===== src/rtl/cda_pkg.sv =====
// Shared types, constants and helpers for the calendar date adder.
package cda_pkg;

    localparam int YEAR_W  = 16;
    localparam int MONTH_W = 4;
    localparam int DAY_W   = 17;
    localparam int LDAY_W  = 5;
    localparam int AMT_W   = 16;
    localparam int ODAY_W  = 16;
    localparam int QUO_W   = 13;
    localparam int MODE_W  = 2;

    localparam logic [YEAR_W-1:0]  YEAR_MAX        = 16'hFFFF;
    localparam logic [MONTH_W-1:0] MONTHS_PER_YEAR = 4'd12;
    localparam logic [MONTH_W-1:0] MONTH_JAN       = 4'd1;

    // Reciprocal of three scaled by 2^17, rounded up
    localparam logic [15:0] RECIP3       = 16'd43691;
    localparam int          RECIP3_SHIFT = 17;

    // Request modes
    localparam logic [MODE_W-1:0] MODE_LOAD   = 2'd0;
    localparam logic [MODE_W-1:0] MODE_DAYS   = 2'd1;
    localparam logic [MODE_W-1:0] MODE_MONTHS = 2'd2;
    localparam logic [MODE_W-1:0] MODE_YEARS  = 2'd3;

    typedef struct packed {
        logic [MODE_W-1:0]  mode;
        logic [YEAR_W-1:0]  load_year;
        logic [MONTH_W-1:0] load_month;
        logic [LDAY_W-1:0]  load_day;
        logic [AMT_W-1:0]   amount;
    } cda_req_t;

    typedef struct packed {
        logic [YEAR_W-1:0]  cur_year;
        logic [MONTH_W-1:0] cur_month;
        logic [ODAY_W-1:0]  cur_day;
        logic               year_saturated;
    } cda_rsp_t;

    // Controller to datapath commands
    typedef struct packed {
        logic accept;
        logic walk_step;
        logic div_mul;
        logic div_fix;
    } cda_cmd_t;

    // Datapath to controller status
    typedef struct packed {
        logic walk_more;
    } cda_sts_t;

    // Month length, no leap years
    function automatic logic [4:0] month_length(input logic [MONTH_W-1:0] m);
        logic [4:0] len;
        begin
            case (m)
                4'd2:                      len = 5'd28;
                4'd4, 4'd6, 4'd9, 4'd11:   len = 5'd30;
                default:                   len = 5'd31;
            endcase
            return len;
        end
    endfunction

endpackage


===== src/rtl/cda_ctrl.sv =====
// Sequencing state machine for the calendar date adder.
module cda_ctrl
    import cda_pkg::*;
(
    input  logic              clk,
    input  logic              rst_n,
    input  logic              start,
    input  logic [MODE_W-1:0] mode,
    input  cda_sts_t          sts,
    output cda_cmd_t          cmd,
    output logic              busy,
    output logic              done
);

    localparam logic [2:0] ST_IDLE = 3'd0;
    localparam logic [2:0] ST_WALK = 3'd1;
    localparam logic [2:0] ST_MUL  = 3'd2;
    localparam logic [2:0] ST_FIX  = 3'd3;
    localparam logic [2:0] ST_EMIT = 3'd4;

    logic [2:0] state_reg;
    logic [2:0] state_next;

    // Next state and command decode
    always_comb
    begin
        state_next = state_reg;
        cmd        = '0;
        case (state_reg)
            ST_IDLE:
            begin
                if (start)
                begin
                    cmd.accept = 1'b1;
                    case (mode)
                        MODE_DAYS:   state_next = ST_WALK;
                        MODE_MONTHS: state_next = ST_MUL;
                        default:     state_next = ST_EMIT;
                    endcase
                end
            end
            ST_WALK:
            begin
                if (sts.walk_more)
                    cmd.walk_step = 1'b1;
                else
                    state_next = ST_EMIT;
            end
            ST_MUL:
            begin
                cmd.div_mul = 1'b1;
                state_next  = ST_FIX;
            end
            ST_FIX:
            begin
                cmd.div_fix = 1'b1;
                state_next  = ST_EMIT;
            end
            ST_EMIT:
            begin
                state_next = ST_IDLE;
            end
            default:
            begin
                state_next = ST_IDLE;
            end
        endcase
    end

    always_ff @(posedge clk or negedge rst_n)
    begin
        if (!rst_n)
            state_reg <= ST_IDLE;
        else
            state_reg <= state_next;
    end

    assign busy = (state_reg != ST_IDLE);
    assign done = (state_reg == ST_EMIT);

endmodule


===== src/rtl/cda_datapath.sv =====
// Date registers, month walk, divide-by-twelve and year saturation.
module cda_datapath
    import cda_pkg::*;
(
    input  logic     clk,
    input  logic     rst_n,
    input  cda_req_t req,
    input  cda_cmd_t cmd,
    output cda_sts_t sts,
    output cda_rsp_t rsp
);

    logic [YEAR_W-1:0]  year_reg,  year_next;
    logic [MONTH_W-1:0] month_reg, month_next;
    logic [DAY_W-1:0]   day_reg,   day_next;
    logic               sat_reg,   sat_next;
    logic [DAY_W-1:0]   total_reg;
    logic [QUO_W-1:0]   quo_reg;

    logic [4:0]         cur_len;
    logic [YEAR_W:0]    years_sum;
    logic [YEAR_W:0]    fix_sum;
    logic [31:0]        prod;
    logic [DAY_W-1:0]   twelve_q;
    logic [DAY_W-1:0]   rem;
    logic [QUO_W-1:0]   quo_adj;
    logic [MONTH_W-1:0] rem_month;

    assign cur_len       = month_length(month_reg);
    assign sts.walk_more = (day_reg > {12'd0, cur_len});

    // Quotient by twelve: shift right by two (divide by four), then multiply by reciprocal of three
    assign prod = {17'd0, total_reg[DAY_W-1:2]} * {16'd0, RECIP3};

    // Remainder and December fix for a zero remainder
    assign twelve_q = ({4'd0, quo_reg} << 3) + ({4'd0, quo_reg} << 2);
    assign rem      = total_reg - twelve_q;
    always_comb
    begin
        if (rem[MONTH_W-1:0] == '0)
        begin
            quo_adj   = quo_reg - 1'b1;
            rem_month = MONTHS_PER_YEAR;
        end
        else
        begin
            quo_adj   = quo_reg;
            rem_month = rem[MONTH_W-1:0];
        end
    end

    assign years_sum = {1'b0, year_reg} + {1'b0, req.amount};
    assign fix_sum   = {1'b0, year_reg} + {4'd0, quo_adj};

    // Next values of the date registers
    always_comb
    begin
        year_next  = year_reg;
        month_next = month_reg;
        day_next   = day_reg;
        sat_next   = sat_reg;
        if (cmd.accept)
        begin
            sat_next = 1'b0;
            case (req.mode)
                MODE_LOAD:
                begin
                    year_next = req.load_year;
                    if (req.load_month == '0)
                        month_next = MONTH_JAN;
                    else if (req.load_month > MONTHS_PER_YEAR)
                        month_next = MONTHS_PER_YEAR;
                    else
                        month_next = req.load_month;
                    day_next = {12'd0, req.load_day};
                end
                MODE_DAYS:
                begin
                    day_next = day_reg + {1'b0, req.amount};
                end
                MODE_MONTHS:
                begin
                    // total stored below; year and month follow the divide
                end
                MODE_YEARS:
                begin
                    if (years_sum[YEAR_W])
                    begin
                        year_next = YEAR_MAX;
                        sat_next  = 1'b1;
                    end
                    else
                        year_next = years_sum[YEAR_W-1:0];
                end
                default:
                begin
                end
            endcase
        end
        else if (cmd.walk_step)
        begin
            day_next = day_reg - {12'd0, cur_len};
            if (month_reg == MONTHS_PER_YEAR)
            begin
                month_next = MONTH_JAN;
                if (year_reg == YEAR_MAX)
                    sat_next = 1'b1;
                else
                    year_next = year_reg + 1'b1;
            end
            else
                month_next = month_reg + 1'b1;
        end
        else if (cmd.div_fix)
        begin
            month_next = rem_month;
            if (fix_sum[YEAR_W])
            begin
                year_next = YEAR_MAX;
                sat_next  = 1'b1;
            end
            else
                year_next = fix_sum[YEAR_W-1:0];
        end
    end

    always_ff @(posedge clk or negedge rst_n)
    begin
        if (!rst_n)
        begin
            year_reg  <= '0;
            month_reg <= MONTH_JAN;
            day_reg   <= {{(DAY_W-1){1'b0}}, 1'b1};
            sat_reg   <= 1'b0;
        end
        else
        begin
            year_reg  <= year_next;
            month_reg <= month_next;
            day_reg   <= day_next;
            sat_reg   <= sat_next;
        end
    end

    // Month-add operands, no reset needed
    always_ff @(posedge clk)
    begin
        if (cmd.accept)
            total_reg <= {1'b0, req.amount} + {13'd0, month_reg};
        if (cmd.div_mul)
            quo_reg <= prod[RECIP3_SHIFT+QUO_W-1:RECIP3_SHIFT];
    end

    assign rsp.cur_year       = year_reg;
    assign rsp.cur_month      = month_reg;
    assign rsp.cur_day        = day_reg[ODAY_W-1:0];
    assign rsp.year_saturated = sat_reg;

endmodule


===== src/rtl/calendar_date_adder_unit.sv =====
// Load, add years: straight to EMIT; add months: MUL, FIX, EMIT; add days: WALK, then EMIT.
// Adding days walks one month per cycle in the datapath: at most about 2160 steps.
// One request at a time; busy stays high through the result strobe.
// The result is shown for one cycle with done; the receiver cannot stall it.
// Reset (rst_n low, asynchronous) sets the date to year 0, month 1, day 1.
module calendar_date_adder_unit
    import cda_pkg::*;
(
    input  logic     clk,
    input  logic     rst_n,
    input  logic     start,
    input  cda_req_t request,
    output logic     busy,
    output logic     done,
    output cda_rsp_t result
);

    cda_cmd_t cmd;
    cda_sts_t sts;

    cda_ctrl u_ctrl (
        .clk   (clk),
        .rst_n (rst_n),
        .start (start),
        .mode  (request.mode),
        .sts   (sts),
        .cmd   (cmd),
        .busy  (busy),
        .done  (done)
    );

    cda_datapath u_datapath (
        .clk   (clk),
        .rst_n (rst_n),
        .req   (request),
        .cmd   (cmd),
        .sts   (sts),
        .rsp   (result)
    );

endmodule

===== config.mk =====
export PLATFORM = sky130hd
export DESIGN_NAME = calendar_date_adder_unit
export DESIGN_NICKNAME = d
export VERILOG_FILES = /design/src/rtl/cda_pkg.sv /design/src/rtl/cda_ctrl.sv /design/src/rtl/cda_datapath.sv /design/src/rtl/calendar_date_adder_unit.sv
export SDC_FILE = /design/constraint.sdc
export NUM_CORES = 1
export LEC_CHECK = 0
export BUFFER_PORTS_ARGS = -buffer_cell sky130_fd_sc_hd__clkbuf_2
export CORE_UTILIZATION = 30
export CTS_BUF_LIST = sky130_fd_sc_hd__clkbuf_4 sky130_fd_sc_hd__clkbuf_8
export DETAILED_ROUTE_END_ITERATION = 8
export SETUP_SLACK_MARGIN = 0.05
export SYNTH_ARGS = -nofsm -noshare
export SYNTH_HDL_FRONTEND = slang
export SYNTH_SLANG_ARGS = --single-unit

===== constraint.sdc =====
create_clock -name clk -period 15.7 [get_ports clk]
set_clock_uncertainty 0.05 [all_clocks]
set_input_delay 2.355 -clock clk [delete_from_list [all_inputs] [get_ports clk]]
set_output_delay 2.355 -clock clk [all_outputs]
set_load 0.02 [all_outputs]

== Yosys cells after proc, flatten, opt, wreduce, memory -nomap -nowiden ==
Cells that the tools add are included.

* Multipliers: 1
* Equal/unequal tests: 22
* Add/sub/neg operators: 10
* Reductions and logical operators: 14
* Magnitude comparators: 2
* Muxes and demuxes: 39

{| class="wikitable"
|+ Operator list
! cell !! number
|-
| $mux 16 || 7
|-
| $mux 17 || 2
|-
| $pmux 17 s2 || 1
|-
| $mux 4 || 8
|-
| $pmux 16 s2 || 1
|-
| $mul 15x16->30 const B || 1
|-
| $add 16x13->17 || 1
|-
| $add 16x16->17 || 1
|-
| $add 16x4->17 || 1
|-
| $add 17x16->17 || 1
|-
| $gt 17x5->1 || 1
|-
| $sub 17x5->17 || 1
|-
| $add 16x1->16 const B || 1
|-
| $eq 16x16->1 const B || 1
|-
| $mux 1 || 14
|-
| $mux 13 || 1
|-
| $sub 13x1->13 const B || 1
|-
| $eq 4x4->1 const B || 3
|-
| $ne 3x1->1 const B || 4
|-
| $pmux 3 s4 || 1
|-
| $reduce_bool 3->1 || 3
|-
| $eq 4x3->1 const B || 2
|-
| $logic_not 4->1 || 2
|-
| $reduce_and 4->1 || 2
|-
| other kinds (21) || 27
|}

* Bits in registers: 71
* Word-level logic and storage cells: 95
* Input bits: 46

== Depth between registers and ports, before layout ==
Gate-level depths: netlist of the first run.

* Word-level depth: 9
* Gate-level depth with buffers: 21

== By module ==
A second synthesis of the first run with hierarchy kept.

* Cell total of the unflattened synthesis: 1161
* Area, all modules: 10293.6 sq um

{| class="wikitable"
|+ Modules (own cells, without submodules)
! module !! cells an instance !! area each (sq um) !! instances !! sequential area each (sq um)
|-
| cda_datapath || 1136 || 10083.4 || 1 || 1854.3
|-
| cda_ctrl || 25 || 210.2 || 1 || 75.1
|}

== Worst setup path before layout of the first run ==
Ideal clock, no wire load.

* Kind: reg2reg
* From: register u_datapath.total_reg[4]
* To: register u_datapath.quo_reg[6], data pin
* Data required time: 15.392 ns
* Arrival: 5.305 ns
* Stages on the path, launching flop included: 20
* Setup time: 0.258 ns
* Clock period less this slack: 5.613 ns
* Path slack: 10.087 ns
* Cell sequence: edfxtp_1 -> ha_1 -> inv_1 -> fa_1 -> fa_1 -> inv_1 -> fa_1 -> inv_1 -> fa_1 -> inv_1 -> fa_1 -> ha_1 -> and2_1 -> a221oi_1 -> o22ai_1 -> or3_1 -> a21o_1 -> a311o_1 -> a21oi_1 -> xnor2_1

* Longest elaborated chain between the ends: 1

{| class="wikitable"
|+ Ends and longest elaborated chain
! item !! line !! source
|-
| start: declaration || cda_datapath.sv:17 || <nowiki>logic [DAY_W-1:0] total_reg;</nowiki>
|-
| start signal: assignment || cda_datapath.sv:149 || <nowiki>total_reg <= {1'b0, req.amount} + {13'd0, month_reg};</nowiki>
|-
| $mul 15x16->30 || cda_datapath.sv:33 || <nowiki>assign prod = {17'd0, total_reg[DAY_W-1:2]} * {16'd0, RECIP3};</nowiki>
|-
| named net u_datapath.prod[23] || cda_datapath.sv:23 || <nowiki>logic [31:0] prod;</nowiki>
|-
| end signal: assignment || cda_datapath.sv:151 || <nowiki>quo_reg <= prod[RECIP3_SHIFT+QUO_W-1:RECIP3_SHIFT];</nowiki>
|-
| end: declaration || cda_datapath.sv:18 || <nowiki>logic [QUO_W-1:0] quo_reg;</nowiki>
|}

The timed path passes the listed nets, and every way through them passes these cells.
A chain may end at the register's enable or synchronous reset.

== Worst setup path after layout of the first run ==
* From: register u_datapath.total_reg[14]
* To: register u_datapath.quo_reg[12], data pin

The elaborated chain is that of the path after synthesis.

==> impl_metrics.ini, run 1 <==
[worst_setup_path]
crit_slowest_cell = sky130_fd_sc_hd__a2111oi_0
ff2ff_path_depth = 18
max_stage_delay_ns = 0.69
worst_setup_path_end_kind = flip-flop
critPathRequiredTime_ns = 15.78
setup.worst_path.end = u_datapath.quo_reg[12]$_DFFE_PN_
crit_path_cell_trace = ha_1 > ha_1 > xor2_1 > fa_1 > fa_1 > inv_1 > fa_1 > inv_1 > fa_1 > ha_1 > and3_1 > nand4_1 > a2111oi_0 > o2111ai_1 > a31o_2 > o21bai_1 > a21oi_1 > xnor2_1
path_common_cell = sky130_fd_sc_hd__fa_1
worst-setup-path-type = flip-flop to flip-flop
crit_path_max_fanout = 3
startpoint_type = flip-flop
endpoint_of_the_worst_register_to_register_path = u_datapath.quo_reg[12]$_DFFE_PN_
rr_startpoint = u_datapath.total_reg[14]$_DFFE_PP_
worst_reg2reg_setup_slack_ns = 9.56
beginning_of_the_critical_path = u_datapath.total_reg[14]$_DFFE_PP_
arrival_ns = 6.22

[route]
postRouteAntennaNets = 0
avgViaCountPerCell = 5.15
detailedRoute.firstPassIterationCount = 6
initialDrtViolationCount = 626
detailroute.via_count = 8505
drt-wirelength-per-cell_um = 17.8
routed_wire_length_um = 29400
drcViolationCount = 0

[yosys]
synth_ff_type = sky130_fd_sc_hd__dfrtp_1
yosys-mux-area-fraction = 0.00295
sequential_area_share_after_synthesis = 0.189
synth.net_count = 1419
synth_area_leaders = sky130_fd_sc_hd__ha_1, sky130_fd_sc_hd__fa_1, sky130_fd_sc_hd__dfrtp_1
synth_commonest_cells = sky130_fd_sc_hd__ha_1, sky130_fd_sc_hd__inv_1, sky130_fd_sc_hd__nor2_1
synth_seq_cells = 71
synth_enable_flop_cells = 30
post-synth-top-area-cell = sky130_fd_sc_hd__ha_1
syn_area_um2 = 10200
yosysWarningCount = 0
adder_cell_share_of_the_synthesized_area = 0.326
synth_compound_gate_area_share = 0.191
synth.most_common_cell = sky130_fd_sc_hd__ha_1
syn_area_per_cell_um2 = 8.90
synth_top_family_by_area = adder cells
netlist_instances = 1144
synthXorXnorAreaFrac = 0.0843
synthDominantCellAreaShare = 0.206
async_flop_share = 0.577
synth.distinct_cells = 77
post_synth_and_or_nand_nor_area_fraction = 0.138

[clock_tree]
postCtsResizedCells = 0
ctsRootBufferMaster = sky130_fd_sc_hd__clkbuf_8
tritoncts_clock_tree = yes
cts_buffers = 9
clock_sinks = 71
post-cts-setup-buffers = 0
clock_tree.htree_level_count = 3
insertion_delay_ns = 0.40
hold_buffers = 0
max-clock-path-buffers = 2
clk_transition_reported_paths_ns = 0.10

[layout]
flow.area_growth_from_synthesis_pct = 10.0
layout-drive-gt1-share = 0.107
final_layout_fill_cell_count = 3461
nNetsFinal = 1475
final-seq-area_um2 = 1930
number_of_diodes = 0
multi_input_area_um2 = 7570
finish.utilization = 0.335

[grt]
pin_count_of_the_biggest_net_entering_global_routing = 55
grt_first_pass_wirelength_um = 47700
grt_util_all_layers = 0.178
antenna_found_initial = 0
globalRoute.totalOverflow = 0
via_count_of_the_first_global_routing_pass = 8648

[floorplanning]
die_height_um = 186
fp.dieW_um = 186
ios = 85
initial_utilization = 0.304
row_count = 67
dieArea_um2 = 34700
core_area_um2 = 33400

[sta]
post-route-period-util = 0.391
final.hold.worst_slack_ns = 0.515
timing_hold_violations_final = 0
final_period_minus_worst_setup_slack_ns = 6.14
timing_worst_slew_pin_value_ns = 1.21
slew_violations = 0
rsz_0062_raised_after_global_routing = false
timing.final.setup_violations = 0
maxClockFrequency_ghz = 0.163
timing.slew.headroom = 0.188
totalNegativeSetupSlack_ns = 0

[place]
post-dp-hpwl_um = 23600
numPortBuffers = 84
finalWeightedCongestion = 0.908

[job]
maxCapViolations = 0

[min_path]
min_path_type = flip-flop to flip-flop

[run_status]
status = complete, no violations
==> placed cells by master, fill, tap and decap left out, types with 13 or more instances in the layout <==
| master | n |
|---|---|
| sky130_fd_sc_hd__a21o_1 | 28 |
| sky130_fd_sc_hd__a21oi_1 | 78 |
| sky130_fd_sc_hd__a31oi_1 | 13 |
| sky130_fd_sc_hd__clkbuf_2 | 84 |
| sky130_fd_sc_hd__dfrtp_1 | 39 |
| sky130_fd_sc_hd__edfxtp_1 | 30 |
| sky130_fd_sc_hd__fa_1 | 61 |
| sky130_fd_sc_hd__ha_1 | 168 |
| sky130_fd_sc_hd__inv_1 | 121 |
| sky130_fd_sc_hd__nand2_1 | 70 |
| sky130_fd_sc_hd__nand3_1 | 24 |
| sky130_fd_sc_hd__nor2_1 | 85 |
| sky130_fd_sc_hd__nor3_1 | 27 |
| sky130_fd_sc_hd__o21ai_0 | 53 |
| sky130_fd_sc_hd__o221ai_1 | 22 |
| sky130_fd_sc_hd__xnor2_1 | 54 |
| sky130_fd_sc_hd__xor2_1 | 44 |
==> metal layers <==
| metal | part of all wire | global-route usage | wire [um] |
|---|---|---|---|
| met2 | 0.47 | 0.298 | 13700 |
| met5 | 0 | 0 | 0 |
| met3 | 0.043 | 0.0220 | 1260 |
| met1 | 0.46 | 0.237 | 13600 |
| met4 | 0.028 | 0.0610 | 818 |
==> per-stage QoR <==
step | area, um2 | worst slack, ns | std cells
finish | 11200 | 9.56 | 1653
global route | 11200 | 9.15 | 1653
CTS | 11200 | 9.48 | 1653
detailed placement | 11000 | 9.48 | 1637
global placement | 11000 | 9.66 | 1637
floorplan | 10200 | 10.09 | 1144
==> critical path, delay by kind of cell, from the launching register on <==
family | cells | cell delay (ns)
simple gates | 2 | 0.32
fa+ha+maj | 7 | 2.93
buf+inv | 2 | 0.11
flops | 1 | 0.43
compound gates | 5 | 1.50
xor+xnor | 2 | 0.54
==> worst min path at each step <==
stage	to	slack, ns	depth (start not counted)	from
after CTS	u_datapath.day_reg[0]$_DFFE_PN1P_	0.51	2	u_datapath.day_reg[0]$_DFFE_PN1P_
after floorplan	u_datapath.sat_reg$_DFFE_PN0P_	0.43	2	u_datapath.sat_reg$_DFFE_PN0P_
after global routing	u_datapath.month_reg[0]$_DFFE_PN1P_	0.53	2	u_datapath.month_reg[0]$_DFFE_PN1P_
after detailed placement	u_datapath.day_reg[0]$_DFFE_PN1P_	0.49	2	u_datapath.day_reg[0]$_DFFE_PN1P_
final	u_datapath.day_reg[0]$_DFFE_PN1P_	0.51	2	u_datapath.day_reg[0]$_DFFE_PN1P_
after global placement	u_datapath.sat_reg$_DFFE_PN0P_	0.49	2	u_datapath.sat_reg$_DFFE_PN0P_
==> kinds of logic after synthesis <==
logic type / Yosys count
AOI/OAI and AO/OA: 289
buffers and inverters: 166
xor gates and xnor gates: 98
adders and majority gates: 229
DFF: 71
and+or+nand+nor: 288
muxes: 3
==> area by class of cell <==
| class | count | share of cell area |
|---|---|---|
| clock buffer | 9 | 0.0111 |
| clock inverter | 7 | 0.00927 |
| inverter | 122 | 0.0409 |
| multi-input combinational | 907 | 0.676 |
| sequential | 71 | 0.172 |
| tap | 448 | 0.0500 |
| timing repair buffer | 89 | 0.0409 |
Power of run 1 is not shown: default switching activity piles up to over one toggle a cycle in this logic, so the estimate is an artifact.
==> run 2: changes to the inputs <==
ABC_AREA = 1   (was default)
clock period = 5.8 ns   (was 15.7 ns; I/O delays follow)
==> run 2 against run 1 <==
Setup slack worse by 9.1 ns. Wire length grew 17%. Fmax increased by 15%. Die area increased by 14%. Non-clock buffer count is 2 lower. Register-to-register slack worse by 9.1 ns. Sequential cell count unchanged. Global-route usage increased by 0.37 points. Critical path depth shrank 1. Clock-buffer cell count up 2. Via count is 26% higher. Core utilization shrank 0.061 points.
==> impl_metrics.ini, run 2 <==
[grt]
grt_util_all_layers = 0.182
globalRoute.totalOverflow = 0
pin_count_of_the_biggest_net_entering_global_routing = 44
antenna_found_initial = 0
grt_first_pass_wirelength_um = 55900
via_count_of_the_first_global_routing_pass = 10600

[route]
drt-wirelength-per-cell_um = 15.5
avgViaCountPerCell = 4.85
detailedRoute.firstPassIterationCount = 5
drcViolationCount = 0
initialDrtViolationCount = 763
routed_wire_length_um = 34300
postRouteAntennaNets = 0
detailroute.via_count = 10700

[layout]
nNetsFinal = 1975
multi_input_area_um2 = 8430
layout.cells.most_common = sky130_fd_sc_hd__nand2_1
final_area_um2 = 12600
final_layout_fill_cell_count = 4201
final-seq-area_um2 = 1930
layout.cells.most_common_list = sky130_fd_sc_hd__nand2_1, sky130_fd_sc_hd__inv_1, sky130_fd_sc_hd__ha_1, sky130_fd_sc_hd__nor2_1, sky130_fd_sc_hd__nand3_1
flow.area_growth_from_synthesis_pct = 9.05
layout-drive-gt1-share = 0.0862
number_of_diodes = 0

[yosys]
synth.distinct_cells = 53
post-synth-top-area-cell = sky130_fd_sc_hd__ha_1
netlist_instances = 1637
synth_area_leaders = sky130_fd_sc_hd__ha_1, sky130_fd_sc_hd__nand2_1, sky130_fd_sc_hd__fa_1
synth_ff_type = sky130_fd_sc_hd__dfrtp_1
syn_area_um2 = 11600
sequential_area_share_after_synthesis = 0.166
syn_area_per_cell_um2 = 7.09
synth_commonest_cells = sky130_fd_sc_hd__nand2_1, sky130_fd_sc_hd__inv_1, sky130_fd_sc_hd__ha_1
synth.net_count = 1912
yosysWarningCount = 0
synthDominantCellAreaShare = 0.181
synth.most_common_cell = sky130_fd_sc_hd__nand2_1
synth_seq_cells = 71
synth_enable_flop_cells = 30
async_flop_share = 0.577

[worst_setup_path]
worst_setup_path_end_kind = flip-flop
critical_path_buf_inv_count = 3
cp_top_family = adder cells
startpoint_type = flip-flop
crit_path_cell_trace = ha_1 > ha_1 > xor2_1 > fa_1 > fa_1 > inv_1 > fa_1 > inv_1 > fa_1 > ha_1 > a21oi_1 > inv_1 > a31oi_1 > o21ai_0 > a21oi_1 > o21ai_0 > xor2_1
path_common_cell = sky130_fd_sc_hd__fa_1
beginning_of_the_critical_path = u_datapath.total_reg[14]$_DFFE_PP_
worst-setup-path-type = flip-flop to flip-flop
crit_slowest_cell = sky130_fd_sc_hd__fa_1
arrival_ns = 5.41
critPathRequiredTime_ns = 5.88
rr_startpoint = u_datapath.total_reg[14]$_DFFE_PP_
max_stage_delay_ns = 0.55
crit_path_max_fanout = 4

[floorplanning]
core_area_um2 = 37800
initial_utilization = 0.307
ios = 85
row_count = 71
fp.dieW_um = 199
dieArea_um2 = 39500
die_height_um = 199

[clock_tree]
ctsRootBufferMaster = sky130_fd_sc_hd__clkbuf_8
tritoncts_clock_tree = yes
postCtsResizedCells = 0
post-cts-setup-buffers = 0
clock_sinks = 71
insertion_delay_ns = 0.39
max-clock-path-buffers = 2
clk_transition_reported_paths_ns = 0.10
hold_buffers = 0
clock_tree.htree_level_count = 3
cts_buffers = 9

[sta]
timing.slew.headroom = 0.431
totalNegativeSetupSlack_ns = 0
timing_worst_slew_pin_value_ns = 0.853
maxClockFrequency_ghz = 0.187
rsz_0062_raised_after_global_routing = false
slew_violations = 0
final_period_minus_worst_setup_slack_ns = 5.34
post-route-period-util = 0.920
timing.final.setup_violations = 0
timing_hold_violations_final = 0

[place]
finalWeightedCongestion = 0.907
numPortBuffers = 84
placedInstanceArea_um2 = 12500
post-dp-hpwl_um = 28200

[job]
maxCapViolations = 0

[run_status]
status = complete, no violations

[min_path]
min_path_type = flip-flop to flip-flop
hp-start = u_datapath.sat_reg$_DFFE_PN0P_
-- run 2: cell types whose count changed in the layout (fill, tap and decap cells not counted), sizes merged, moves of 21 or more --
cell / delta
inv: +144
nand2: +338
nand3: +71
nor2: +64
o21ai: +35
o221ai: -21
-- run 2: cell families (layout without fill, tap and decap cells) --
family / Yosys count / count (layout) / share of synthesized area
adders and majority gates: 229 / 229 / 0.286
and+or+nand+nor: 713 / 713 / 0.261
xor gates and xnor gates: 79 / 79 / 0.0596
buffers and inverters: 304 / 372 / 0.108
AOI/OAI and AO/OA: 241 / 241 / 0.118
DFF: 71 / 71 / 0.166
-- run 2: worst paths after layout --
path | slack, ns | cells after the start | end
worst max-delay path | 0.46 | 17 | u_datapath.quo_reg[8]$_DFFE_PN_
worst min-delay path | 0.47 | 2 | u_datapath.sat_reg$_DFFE_PN0P_
worst max register to register | 0.46 | 17 | u_datapath.quo_reg[8]$_DFFE_PN_
worst min register to register | 0.47 | 2 | u_datapath.sat_reg$_DFFE_PN0P_
max in group asynchronous | 4.73 | 2 | u_datapath.day_reg[5]$_DFFE_PN0P_
min in group asynchronous | 0.52 | 2 | u_datapath.year_reg[14]$_DFFE_PN0P_
-- run 2: per-stage QoR --
step | utilization | cells | worst slack [ns] | hold WS (ns)
global placement | 0.329 | 2200 | 0.460 | 0.444
floorplan | - | 1637 | 0.860 | 0.410
detailed placement | 0.329 | 2200 | 0.488 | 0.444
finish | 0.334 | 2216 | 0.462 | 0.468
CTS | 0.334 | 2216 | 0.441 | 0.472
global route | 0.334 | 2216 | 0.0760 | 0.506
-- run 2: cell type report --
| type | count | share of cell area |
|---|---|---|
| Clock inverter | 5 | 0.00465 |
| Tap cell | 511 | 0.0505 |
| Timing Repair Buffer | 87 | 0.0350 |
| Multi-Input combinational cell | 1262 | 0.666 |
| Clock buffer | 11 | 0.0110 |
| Sequential cell | 71 | 0.153 |
| Inverter | 269 | 0.0802 |
-- run 2: layer usage --
metal,share of wire,track usage
met5,0,0
met4,0.038,0.0726
met3,0.053,0.0281
met2,0.44,0.292
met1,0.47,0.244
-- run 2: tightest hold or removal path, cell delays in order (launching register included) --
cell and delay (ns):
sky130_fd_sc_hd__dfrtp_1 0.37, sky130_fd_sc_hd__nand2_1 0.05, sky130_fd_sc_hd__o21ai_1 0.06
Power of run 2 is left out for the same reason.
